File: config.mk
export PLATFORM = sky130hd
export DESIGN_NAME = graph_edge_store_cycle_check_top
export DESIGN_NICKNAME = d
export VERILOG_FILES = /design/src/rtl/core/gesc_pkg.sv /design/src/rtl/core/gesc_edge_mem.sv /design/src/rtl/core/gesc_ctrl.sv /design/src/rtl/core/graph_edge_store_cycle_check_top.sv
export SDC_FILE = /design/constraint.sdc
export NUM_CORES = 2
export LEC_CHECK = 0
export BUFFER_PORTS_ARGS = -buffer_cell sky130_fd_sc_hd__buf_2
export CAP_MARGIN = 20
export CELL_PAD_IN_SITES_DETAIL_PLACEMENT = 0
export CELL_PAD_IN_SITES_GLOBAL_PLACEMENT = 1
export CORE_MARGIN = 4
export CORE_UTILIZATION = 47
export DETAILED_ROUTE_END_ITERATION = 10
export PLACE_DENSITY = 0.75
export SETUP_SLACK_MARGIN = 0.1
export SYNTH_ARGS = -nofsm -noshare
export SYNTH_HDL_FRONTEND = slang
export SYNTH_SLANG_ARGS = --single-unit
File: constraint.sdc
create_clock -name clk -period 12.9 [get_ports clk]
set_clock_uncertainty 0.2 [all_clocks]
set_input_delay 2.58 -clock clk [delete_from_list [all_inputs] [get_ports clk]]
set_output_delay 2.58 -clock clk [all_outputs]
set_load 0.005 [all_outputs]
File: src/rtl/core/gesc_pkg.sv
// gesc_pkg: shared types and constants for the graph edge store and cycle checker
// no dependencies; used by every module under rtl/core
package gesc_pkg;

  localparam int MAX_VERTICES = 16;
  localparam int VBITS        = $clog2(MAX_VERTICES);
  localparam int COUNT_BITS   = 4;
  localparam int ADDR_BITS    = 2 * VBITS;
  localparam int DEPTH        = MAX_VERTICES * MAX_VERTICES;
  localparam int VCNT_BITS    = 5;
  localparam int PADDR_BITS   = 3;

  localparam logic [COUNT_BITS-1:0] COUNT_MAX = {COUNT_BITS{1'b1}};

  typedef enum logic [1:0] {
    FUNC_ADD    = 2'd0,
    FUNC_REMOVE = 2'd1,
    FUNC_CLEAR  = 2'd2,
    FUNC_CHECK  = 2'd3
  } func_t;

  typedef enum logic [1:0] {
    ST_OK       = 2'd0,
    ST_RANGE    = 2'd1,
    ST_NO_EDGE  = 2'd2,
    ST_FULL     = 2'd3
  } status_t;

  localparam logic REG_VERTEX_COUNT = 1'b0;
  localparam logic REG_DIRECTED     = 1'b1;

  typedef struct packed {
    logic                  clear;
    logic                  we;
    logic [ADDR_BITS-1:0]  addr;
    logic [COUNT_BITS-1:0] wr_data;
  } mem_req_t;

endpackage

File: src/rtl/core/gesc_edge_mem.sv
// gesc_edge_mem: edge multiplicity memory, one access port, registered read
// per-entry valid bits give zero for entries not written since the last clear
// depends on gesc_pkg
module gesc_edge_mem (
  input  logic                           clk,
  input  logic                           rst,
  input  logic                           cfg_clear,
  input  gesc_pkg::mem_req_t             req,
  output logic [gesc_pkg::COUNT_BITS-1:0] rd_data
);

  logic [gesc_pkg::COUNT_BITS-1:0] mem [gesc_pkg::DEPTH];
  logic [gesc_pkg::DEPTH-1:0]      valid;
  logic [gesc_pkg::COUNT_BITS-1:0] rdata_q;
  logic                            rvalid_q;

  always_ff @(posedge clk) begin
    if (req.we) begin
      mem[req.addr] <= req.wr_data;
    end
    rdata_q <= mem[req.addr];
  end

  always_ff @(posedge clk) begin
    if (rst || cfg_clear || req.clear) begin
      valid    <= '0;
      rvalid_q <= 1'b0;
    end else begin
      rvalid_q <= valid[req.addr];
      if (req.we) begin
        valid[req.addr] <= 1'b1;
      end
    end
  end

  assign rd_data = rvalid_q ? rdata_q : '0;

endmodule

File: src/rtl/core/gesc_ctrl.sv
// gesc_ctrl: request sequencer for edge edits, union-find scan and depth-first walk
// reads, modifies and writes the edge memory one entry per access
// depends on gesc_pkg
module gesc_ctrl (
  input  logic                            clk,
  input  logic                            rst,
  input  logic                            start,
  input  logic [1:0]                      func,
  input  logic [5:0]                      src_vertex,
  input  logic [5:0]                      dst_vertex,
  input  logic [gesc_pkg::VCNT_BITS-1:0]  vertex_count,
  input  logic                            directed,
  input  logic [gesc_pkg::COUNT_BITS-1:0] rd_data,
  output logic                            busy,
  output logic                            done,
  output logic [1:0]                      status,
  output logic                            has_cycle,
  output gesc_pkg::mem_req_t              mreq
);

  typedef enum logic [11:0] {
    S_IDLE   = 12'b000000000001,
    S_E_RD   = 12'b000000000010,
    S_E_WR   = 12'b000000000100,
    S_U_INIT = 12'b000000001000,
    S_U_DRD  = 12'b000000010000,
    S_U_DEV  = 12'b000000100000,
    S_U_RD   = 12'b000001000000,
    S_U_EV   = 12'b000010000000,
    S_D_INIT = 12'b000100000000,
    S_D_STRT = 12'b001000000000,
    S_D_RD   = 12'b010000000000,
    S_D_EV   = 12'b100000000000
  } state_t;

  localparam int VB = gesc_pkg::VBITS;
  localparam int NB = gesc_pkg::VBITS + 1;
  localparam int MV = gesc_pkg::MAX_VERTICES;
  localparam int SB = gesc_pkg::COUNT_BITS + 2;

  state_t             state;
  logic [VB-1:0]      s_q, d_q, u, v, w, top;
  logic               pass, flag, is_add;
  logic [NB-1:0]      start_v, depth;
  logic [VB-1:0]      lu, lv;
  logic [VB-1:0]      label [MV];
  logic [VB-1:0]      stack [MV];
  logic [MV-1:0]      vis, onp;
  logic [NB-1:0]      n_used;
  logic               accept, nz, two_step;
  logic [SB-1:0]      amount, sum;
  logic [gesc_pkg::COUNT_BITS-1:0] new_val;
  logic               sat;
  logic [NB-1:0]      u_inc, v_inc, w_inc, depth_dec, depth_dec2;

  assign n_used = (vertex_count > gesc_pkg::VCNT_BITS'(MV)) ? NB'(MV) : NB'(vertex_count);
  assign busy   = (state != S_IDLE);
  assign accept = start && !busy;
  assign nz     = (rd_data != '0);
  assign two_step = !directed && (s_q == d_q);
  assign amount = two_step ? SB'(2) : SB'(1);
  assign sum    = SB'(rd_data) + amount;
  assign sat    = (sum > SB'(gesc_pkg::COUNT_MAX));
  assign u_inc  = NB'(u) + NB'(1);
  assign v_inc  = NB'(v) + NB'(1);
  assign w_inc  = NB'(w) + NB'(1);
  assign depth_dec  = depth - NB'(1);
  assign depth_dec2 = depth - NB'(2);

  always_comb begin
    if (is_add) begin
      new_val = sat ? gesc_pkg::COUNT_MAX : sum[gesc_pkg::COUNT_BITS-1:0];
    end else begin
      new_val = (SB'(rd_data) > amount) ?
                gesc_pkg::COUNT_BITS'(SB'(rd_data) - amount) : '0;
    end
  end

  always_comb begin
    mreq.clear   = accept && (func == gesc_pkg::FUNC_CLEAR);
    mreq.we      = (state == S_E_WR);
    mreq.wr_data = new_val;
    unique case (state)
      S_E_RD, S_E_WR: mreq.addr = pass ? {d_q, s_q} : {s_q, d_q};
      S_U_DRD:        mreq.addr = {u, u};
      S_U_RD:         mreq.addr = {u, v};
      S_D_RD:         mreq.addr = {top, w};
      default:        mreq.addr = '0;
    endcase
  end

  always_ff @(posedge clk) begin
    if (rst) begin
      state     <= S_IDLE;
      done      <= 1'b0;
      status    <= gesc_pkg::ST_OK;
      has_cycle <= 1'b0;
    end else begin
      done <= 1'b0;
      unique case (state)
        S_IDLE: begin
          if (accept) begin
            s_q    <= src_vertex[VB-1:0];
            d_q    <= dst_vertex[VB-1:0];
            is_add <= (func == gesc_pkg::FUNC_ADD);
            pass   <= 1'b0;
            flag   <= 1'b0;
            priority case (func)
              gesc_pkg::FUNC_ADD, gesc_pkg::FUNC_REMOVE: begin
                if (src_vertex >= 6'(n_used) || dst_vertex >= 6'(n_used)) begin
                  done      <= 1'b1;
                  status    <= gesc_pkg::ST_RANGE;
                  has_cycle <= 1'b0;
                end else begin
                  state <= S_E_RD;
                end
              end
              gesc_pkg::FUNC_CLEAR: begin
                done      <= 1'b1;
                status    <= gesc_pkg::ST_OK;
                has_cycle <= 1'b0;
              end
              default: begin
                if (n_used == '0) begin
                  done      <= 1'b1;
                  status    <= gesc_pkg::ST_OK;
                  has_cycle <= 1'b0;
                end else if (directed) begin
                  state <= S_D_INIT;
                end else begin
                  state <= S_U_INIT;
                end
              end
            endcase
          end
        end
        S_E_RD: state <= S_E_WR;
        S_E_WR: begin
          if (is_add) begin
            flag <= flag | sat;
          end else if (!pass) begin
            flag <= nz;
          end
          if (!pass && !directed && !two_step) begin
            pass  <= 1'b1;
            state <= S_E_RD;
          end else begin
            done      <= 1'b1;
            has_cycle <= 1'b0;
            state     <= S_IDLE;
            if (is_add) begin
              status <= (flag | sat) ? gesc_pkg::ST_FULL : gesc_pkg::ST_OK;
            end else begin
              status <= (pass ? flag : nz) ? gesc_pkg::ST_OK : gesc_pkg::ST_NO_EDGE;
            end
          end
        end
        S_U_INIT: begin
          for (int k = 0; k < MV; k++) begin
            label[k] <= VB'(k);
          end
          u     <= '0;
          state <= S_U_DRD;
        end
        S_U_DRD: begin
          lu    <= label[u];
          state <= S_U_DEV;
        end
        S_U_DEV: begin
          if (nz) begin
            done <= 1'b1; status <= gesc_pkg::ST_OK; has_cycle <= 1'b1; state <= S_IDLE;
          end else if (u_inc >= n_used) begin
            done <= 1'b1; status <= gesc_pkg::ST_OK; has_cycle <= 1'b0; state <= S_IDLE;
          end else begin
            v     <= u_inc[VB-1:0];
            state <= S_U_RD;
          end
        end
        S_U_RD: begin
          lv    <= label[v];
          state <= S_U_EV;
        end
        S_U_EV: begin
          if (nz && (rd_data != gesc_pkg::COUNT_BITS'(1) || lu == lv)) begin
            done <= 1'b1; status <= gesc_pkg::ST_OK; has_cycle <= 1'b1; state <= S_IDLE;
          end else begin
            if (nz) begin
              for (int k = 0; k < MV; k++) begin
                if (label[k] == lu) begin
                  label[k] <= lv;
                end
              end
              lu <= lv;
            end
            if (v_inc < n_used) begin
              v     <= v_inc[VB-1:0];
              state <= S_U_RD;
            end else begin
              u     <= u_inc[VB-1:0];
              state <= S_U_DRD;
            end
          end
        end
        S_D_INIT: begin
          vis     <= '0;
          onp     <= '0;
          start_v <= '0;
          state   <= S_D_STRT;
        end
        S_D_STRT: begin
          if (start_v >= n_used) begin
            done <= 1'b1; status <= gesc_pkg::ST_OK; has_cycle <= 1'b0; state <= S_IDLE;
          end else if (vis[start_v[VB-1:0]]) begin
            start_v <= start_v + NB'(1);
          end else begin
            stack[0]              <= start_v[VB-1:0];
            depth                 <= NB'(1);
            vis[start_v[VB-1:0]]  <= 1'b1;
            onp[start_v[VB-1:0]]  <= 1'b1;
            top                   <= start_v[VB-1:0];
            w                     <= '0;
            state                 <= S_D_RD;
          end
        end
        S_D_RD: state <= S_D_EV;
        S_D_EV: begin
          if (nz && onp[w]) begin
            done <= 1'b1; status <= gesc_pkg::ST_OK; has_cycle <= 1'b1; state <= S_IDLE;
          end else if (nz && !vis[w] && depth < NB'(MV)) begin
            stack[depth[VB-1:0]] <= w;
            depth                <= depth + NB'(1);
            vis[w]               <= 1'b1;
            onp[w]               <= 1'b1;
            top                  <= w;
            w                    <= '0;
            state                <= S_D_RD;
          end else if (w_inc < n_used) begin
            w     <= w_inc[VB-1:0];
            state <= S_D_RD;
          end else begin
            onp[top] <= 1'b0;
            depth    <= depth_dec;
            w        <= '0;
            if (depth_dec == '0) begin
              start_v <= start_v + NB'(1);
              state   <= S_D_STRT;
            end else begin
              top   <= stack[depth_dec2[VB-1:0]];
              state <= S_D_RD;
            end
          end
        end
        default: state <= S_IDLE;
      endcase
    end
  end

  a_done_not_busy: assert property (@(posedge clk) disable iff (rst)
    done |-> !busy) else $error("result strobe while busy");

  a_done_cause: assert property (@(posedge clk) disable iff (rst)
    done |-> ($past(busy) || $past(start))) else $error("result without a transaction");

  a_path_visited: assert property (@(posedge clk) disable iff (rst)
    (state == S_D_RD) |-> ((onp & ~vis) == '0)) else $error("path mark on unvisited vertex");

  a_depth_bound: assert property (@(posedge clk) disable iff (rst)
    (state == S_D_EV) |-> (depth <= NB'(MV) && depth != '0)) else $error("walk depth out of range");

endmodule

File: src/rtl/core/graph_edge_store_cycle_check_top.sv
// graph_edge_store_cycle_check_top: register port, sequencer and edge memory
// depends on gesc_pkg, gesc_edge_mem, gesc_ctrl
//
//  channel  | handshake                      | payload
//  request  | start, busy                    | func, src_vertex, dst_vertex
//  result   | done (one-cycle strobe)        | status, has_cycle
//  config   | psel, penable, pwrite, pready  | paddr, pwdata, prdata
//
// add and remove take a read and a write step per entry touched
// clear, range errors and checks on an empty graph raise done in the cycle after the request
// undirected check: a read and an evaluate step per upper-triangle entry, diagonal included
// directed check: a read and an evaluate step per edge-memory read of the walk, as the memory has a single port
// rst clears the store at once through per-entry valid bits; results cannot be stalled
module graph_edge_store_cycle_check_top (
  input  logic                            clk,
  input  logic                            rst,
  input  logic                            psel,
  input  logic                            penable,
  input  logic                            pwrite,
  input  logic [gesc_pkg::PADDR_BITS-1:0] paddr,
  input  logic [31:0]                     pwdata,
  output logic [31:0]                     prdata,
  output logic                            pready,
  input  logic                            start,
  input  logic [1:0]                      func,
  input  logic [5:0]                      src_vertex,
  input  logic [5:0]                      dst_vertex,
  output logic                            busy,
  output logic                            done,
  output logic [1:0]                      status,
  output logic                            has_cycle
);

  logic [gesc_pkg::VCNT_BITS-1:0]  vertex_count;
  logic                            directed;
  logic                            cfg_wr;
  logic [gesc_pkg::COUNT_BITS-1:0] rd_data;
  gesc_pkg::mem_req_t              mreq;

  assign pready = 1'b1;
  assign cfg_wr = psel && penable && pwrite && pready;

  always_ff @(posedge clk) begin
    if (rst) begin
      vertex_count <= '0;
      directed     <= 1'b0;
    end else if (cfg_wr) begin
      if (paddr[2] == gesc_pkg::REG_VERTEX_COUNT) begin
        vertex_count <= pwdata[gesc_pkg::VCNT_BITS-1:0];
      end else begin
        directed <= pwdata[0];
      end
    end
  end

  always_comb begin
    if (paddr[2] == gesc_pkg::REG_DIRECTED) begin
      prdata = {31'd0, directed};
    end else begin
      prdata = {{(32 - gesc_pkg::VCNT_BITS){1'b0}}, vertex_count};
    end
  end

  gesc_ctrl u_ctrl (
    .clk          (clk),
    .rst          (rst),
    .start        (start),
    .func         (func),
    .src_vertex   (src_vertex),
    .dst_vertex   (dst_vertex),
    .vertex_count (vertex_count),
    .directed     (directed),
    .rd_data      (rd_data),
    .busy         (busy),
    .done         (done),
    .status       (status),
    .has_cycle    (has_cycle),
    .mreq         (mreq)
  );

  gesc_edge_mem u_mem (
    .clk       (clk),
    .rst       (rst),
    .cfg_clear (cfg_wr),
    .req       (mreq),
    .rd_data   (rd_data)
  );

endmodule

==> metrics.yaml <==
status:
  status: "finished clean"
floorplan:
  coreArea_um2: 139500
  chipWidth_um: 382.9
  io_pins: 93
  start_util: 0.4735
  num_rows: 137
  dieArea_um2: 146600
  die_height_um: 382.9
routing:
  antenna_left: 0
  routed-via-count: 46100
  wl_met2_um: 96030
  wl_per_cell_um: 29.89
  vias_per_cell: 6.445
  drtPass1Iterations: 8
  wirelength_um: 213900
  drc: 0
  initialDrtViolationCount: 6688
  top_layer: "met5"
  wl_met3_um: 22580
  met1_length_um: 83640
synth:
  synth_edf_count: 1229
  avgSynthCellArea_um2: 12.72
  ys_warn_count: 0
  synth_sequential_area_ratio: 0.6455
  syn_area_um2: 66070
  synth_cell_types: 95
  ys.flop_type: "edfxtp_1"
  syn_inst: 5196
  async_flop_share: 0
  ys_ff_latch: 1516
worst_setup_path:
  cp_data_required_time_ns: 13.35
  end_kind: "flop"
  reg2reg_depth: 13
  max_stage_delay_ns: 1.09
  crit_family: "simple AND/OR/NAND/NOR gates"
  criticalPathCategory: "reg -> reg"
  crit_fanout: 38
  worstPathCellList: "nor4_4, buf_4, nand4_2, a21oi_4, nor2_4, buf_4, buf_4, a221oi_1, o21ai_0, a32oi_1, nand4_1, nor4_1, o211ai_1"
  worst_path_most_repeated_cell: "buf_4"
  arrival_ns: 7.13
  rrSetupSlack_ns: 6.22
  path_depth: 13
  worstSetupStartpointType: "flop"
  cp_slowest_cell: "a21oi_4"
  path_buf_inv: 3
clock_network:
  numCtsBuffers: 155
  clock-sinks: 1516
  cts.clk_slew.worst_paths_ns: 0.07
  cts-resized-gates: 0
  postCtsSetupBuffers: 0
  cts_buffer_depth: 3
  cts_max_level: 4
  cts_tree: "built"
  clk_latency_ns: 0.82
  cts-root-buf: "clkbuf_16"
  hold_buffers: 0
timing:
  setup_ws_ns: 6.225
  tightest_slew_ns: 1.276
  tns_ns: 0
  post-route-period-util: 0.5175
  final-max-slew-violation-count: 0
  setup_violations: 0
  fin_crit_ns: 6.676
  slew_headroom: 0.1495
  fmax_mhz: 149.8
  worst_hold_slack_ns: 0.2623
  rsz0062_at_grt: "no"
  hold_viol: 0
final_layout:
  fillers: 11760
  nNetsFinal: 5247
  final_common_cell: "edfxtp_1"
  stdcell_count: 7154
  mostFrequentLayoutCells: "edfxtp_1, nand2_1, nor2_1"
  drive_gt1_frac: 0.1126
  syn_to_final_growth_pct: 11.15
placed_design:
  gp_congestion: 0.9085
  dp.cells: 6857
  pre_cts_slack_ns: 6.567
  hpwlAfterDp_um: 129800
  io_buffers: 35
global_route:
  antenna_found_initial: 9
  grt_max_degree: 229
  track_usage: 0.2875
  gr-total-overflow: 0
  grt_pass1_vias: 44110
  grt_pass1_wl_um: 308900
pwr:
  ir_worst_vdd_mv: 0.1141
  leakagePower_nw: 23.88
  power.share.switching: 0.2166
  p_per_area_nw_per_um2: 139.3
  p_seq_frac: 0.522
  clkPwrFrac: 0.446
  internal_power_mw: 8.014
  p_comb_frac: 0.032
  switchingPower_mw: 2.216
  totalPowerFinal_mw: 10.23
flow_run:
  drv_cap: 0
hold_path:
  min_path_cells: 1
  hold_class: "reg -> reg"
[layout make-up]
class | count | area (µm²) | area share
tap | 1876 | 2347 | 0.03196
clock buffer | 213 | 4392 | 0.05980
inverter | 47 | 176.4 | 0.002402
sequential | 1516 | 42650 | 0.5808
antenna | 3 | 7.507 | 0.0001022
clock inverter | 77 | 833.3 | 0.01135
timing repair buffer | 160 | 1266 | 0.01724
multi-input combinational | 3262 | 21770 | 0.2964
[worst paths after layout]
path	from	endpoint
worst max-delay path	u_ctrl.state[4]	u_mem.rdata_q[3]
worst min-delay path	u_mem.valid[169]	u_mem.valid[169]
worst max register to register	u_ctrl.state[4]	u_mem.rdata_q[3]
worst min register to register	u_mem.valid[169]	u_mem.valid[169]
[registers in the layout (all words and copies together), names as in the netlist, 4 cells and up, named ones only]
signal and cells:
u_ctrl.d_q 4, u_ctrl.depth 5, u_ctrl.label 64, u_ctrl.lu 4, u_ctrl.lv 4, u_ctrl.onp 16, u_ctrl.s_q 4, u_ctrl.stack 64
u_ctrl.start_v 5, u_ctrl.state 12, u_ctrl.top 4, u_ctrl.u 4, u_ctrl.v 4, u_ctrl.vis 16, u_ctrl.w 4, u_mem.mem 1024
u_mem.rdata_q 4, u_mem.valid 256, vertex_count 5
[power groups by stage]
| stage | Clock (mW) | Sequential, mW | Combinational, mW |
|---|---|---|---|
| 2_1_floorplan | 0 | 5.47 | 0.201 |
| 3_5_place_dp | 0 | 5.45 | 0.323 |
| 6_report | 4.56 | 5.34 | 0.327 |
| 3_3_place_gp | 0 | 5.45 | 0.316 |
| 4_1_cts | 4.59 | 5.34 | 0.323 |
| 5_1_grt | 4.80 | 5.34 | 0.348 |
[cells by family after synthesis]
group | Yosys count | share of synthesized area
AOI/OAI and AO/OA | 982 | 0.1105
xor gates and xnor gates | 89 | 0.01191
adders and majority gates | 50 | 0.009696
buffers and inverters | 444 | 0.03096
DFF | 1516 | 0.6455
muxes | 315 | 0.06673
other | 2 | 0.0001137
and+or+nand+nor | 1798 | 0.1246
[cell usage after synthesis (18+ instances only)]
master | n | share of area
a221oi_1 | 37 | 0.0049
a22oi_1 | 21 | 0.0024
edfxtp_1 | 1229 | 0.56
mux4_2 | 99 | 0.034
a21o_1 | 20 | 0.0023
nand4_1 | 66 | 0.0062
and2_1 | 40 | 0.0038
a32oi_1 | 29 | 0.0038
a2111oi_0 | 24 | 0.0032
o221ai_1 | 21 | 0.0028
and3_1 | 93 | 0.0088
dfxtp_1 | 287 | 0.087
nand2b_1 | 22 | 0.0021
nand3_1 | 258 | 0.020
ha_1 | 48 | 0.0091
buf_4 | 43 | 0.0049
inv_1 | 46 | 0.0026
nand2_1 | 730 | 0.041
a21oi_1 | 108 | 0.0082
mux2i_1 | 202 | 0.031
clkbuf_1 | 210 | 0.012
nor2_1 | 412 | 0.023
xnor2_1 | 75 | 0.0099
o21ai_0 | 85 | 0.0064
a311oi_1 | 36 | 0.0048
a211oi_1 | 55 | 0.0062
o21a_1 | 259 | 0.029
nor3_1 | 56 | 0.0042
nor2b_1 | 18 | 0.0017
a222oi_1 | 30 | 0.0045
a221o_1 | 33 | 0.0050
buf_1 | 35 | 0.0020
a31oi_1 | 100 | 0.0095
buf_2 | 95 | 0.0072
[per-stage QoR]
step / utilization / instance area, µm²
finish: 0.5263 / 73440
global route: 0.5263 / 73430
detailed placement: 0.4883 / 68140
global placement: 0.4883 / 68130
floorplan: - / 66170
CTS: 0.5258 / 73360
[routing by layer]
layer  up-vias  GRT usage
li1      19610          -
met1     23250     0.3947
met5         -          0
met3       580    0.05801
met4         4     0.1395
met2      2665     0.4399
Note: power is estimated with default switching activity, not from simulation.
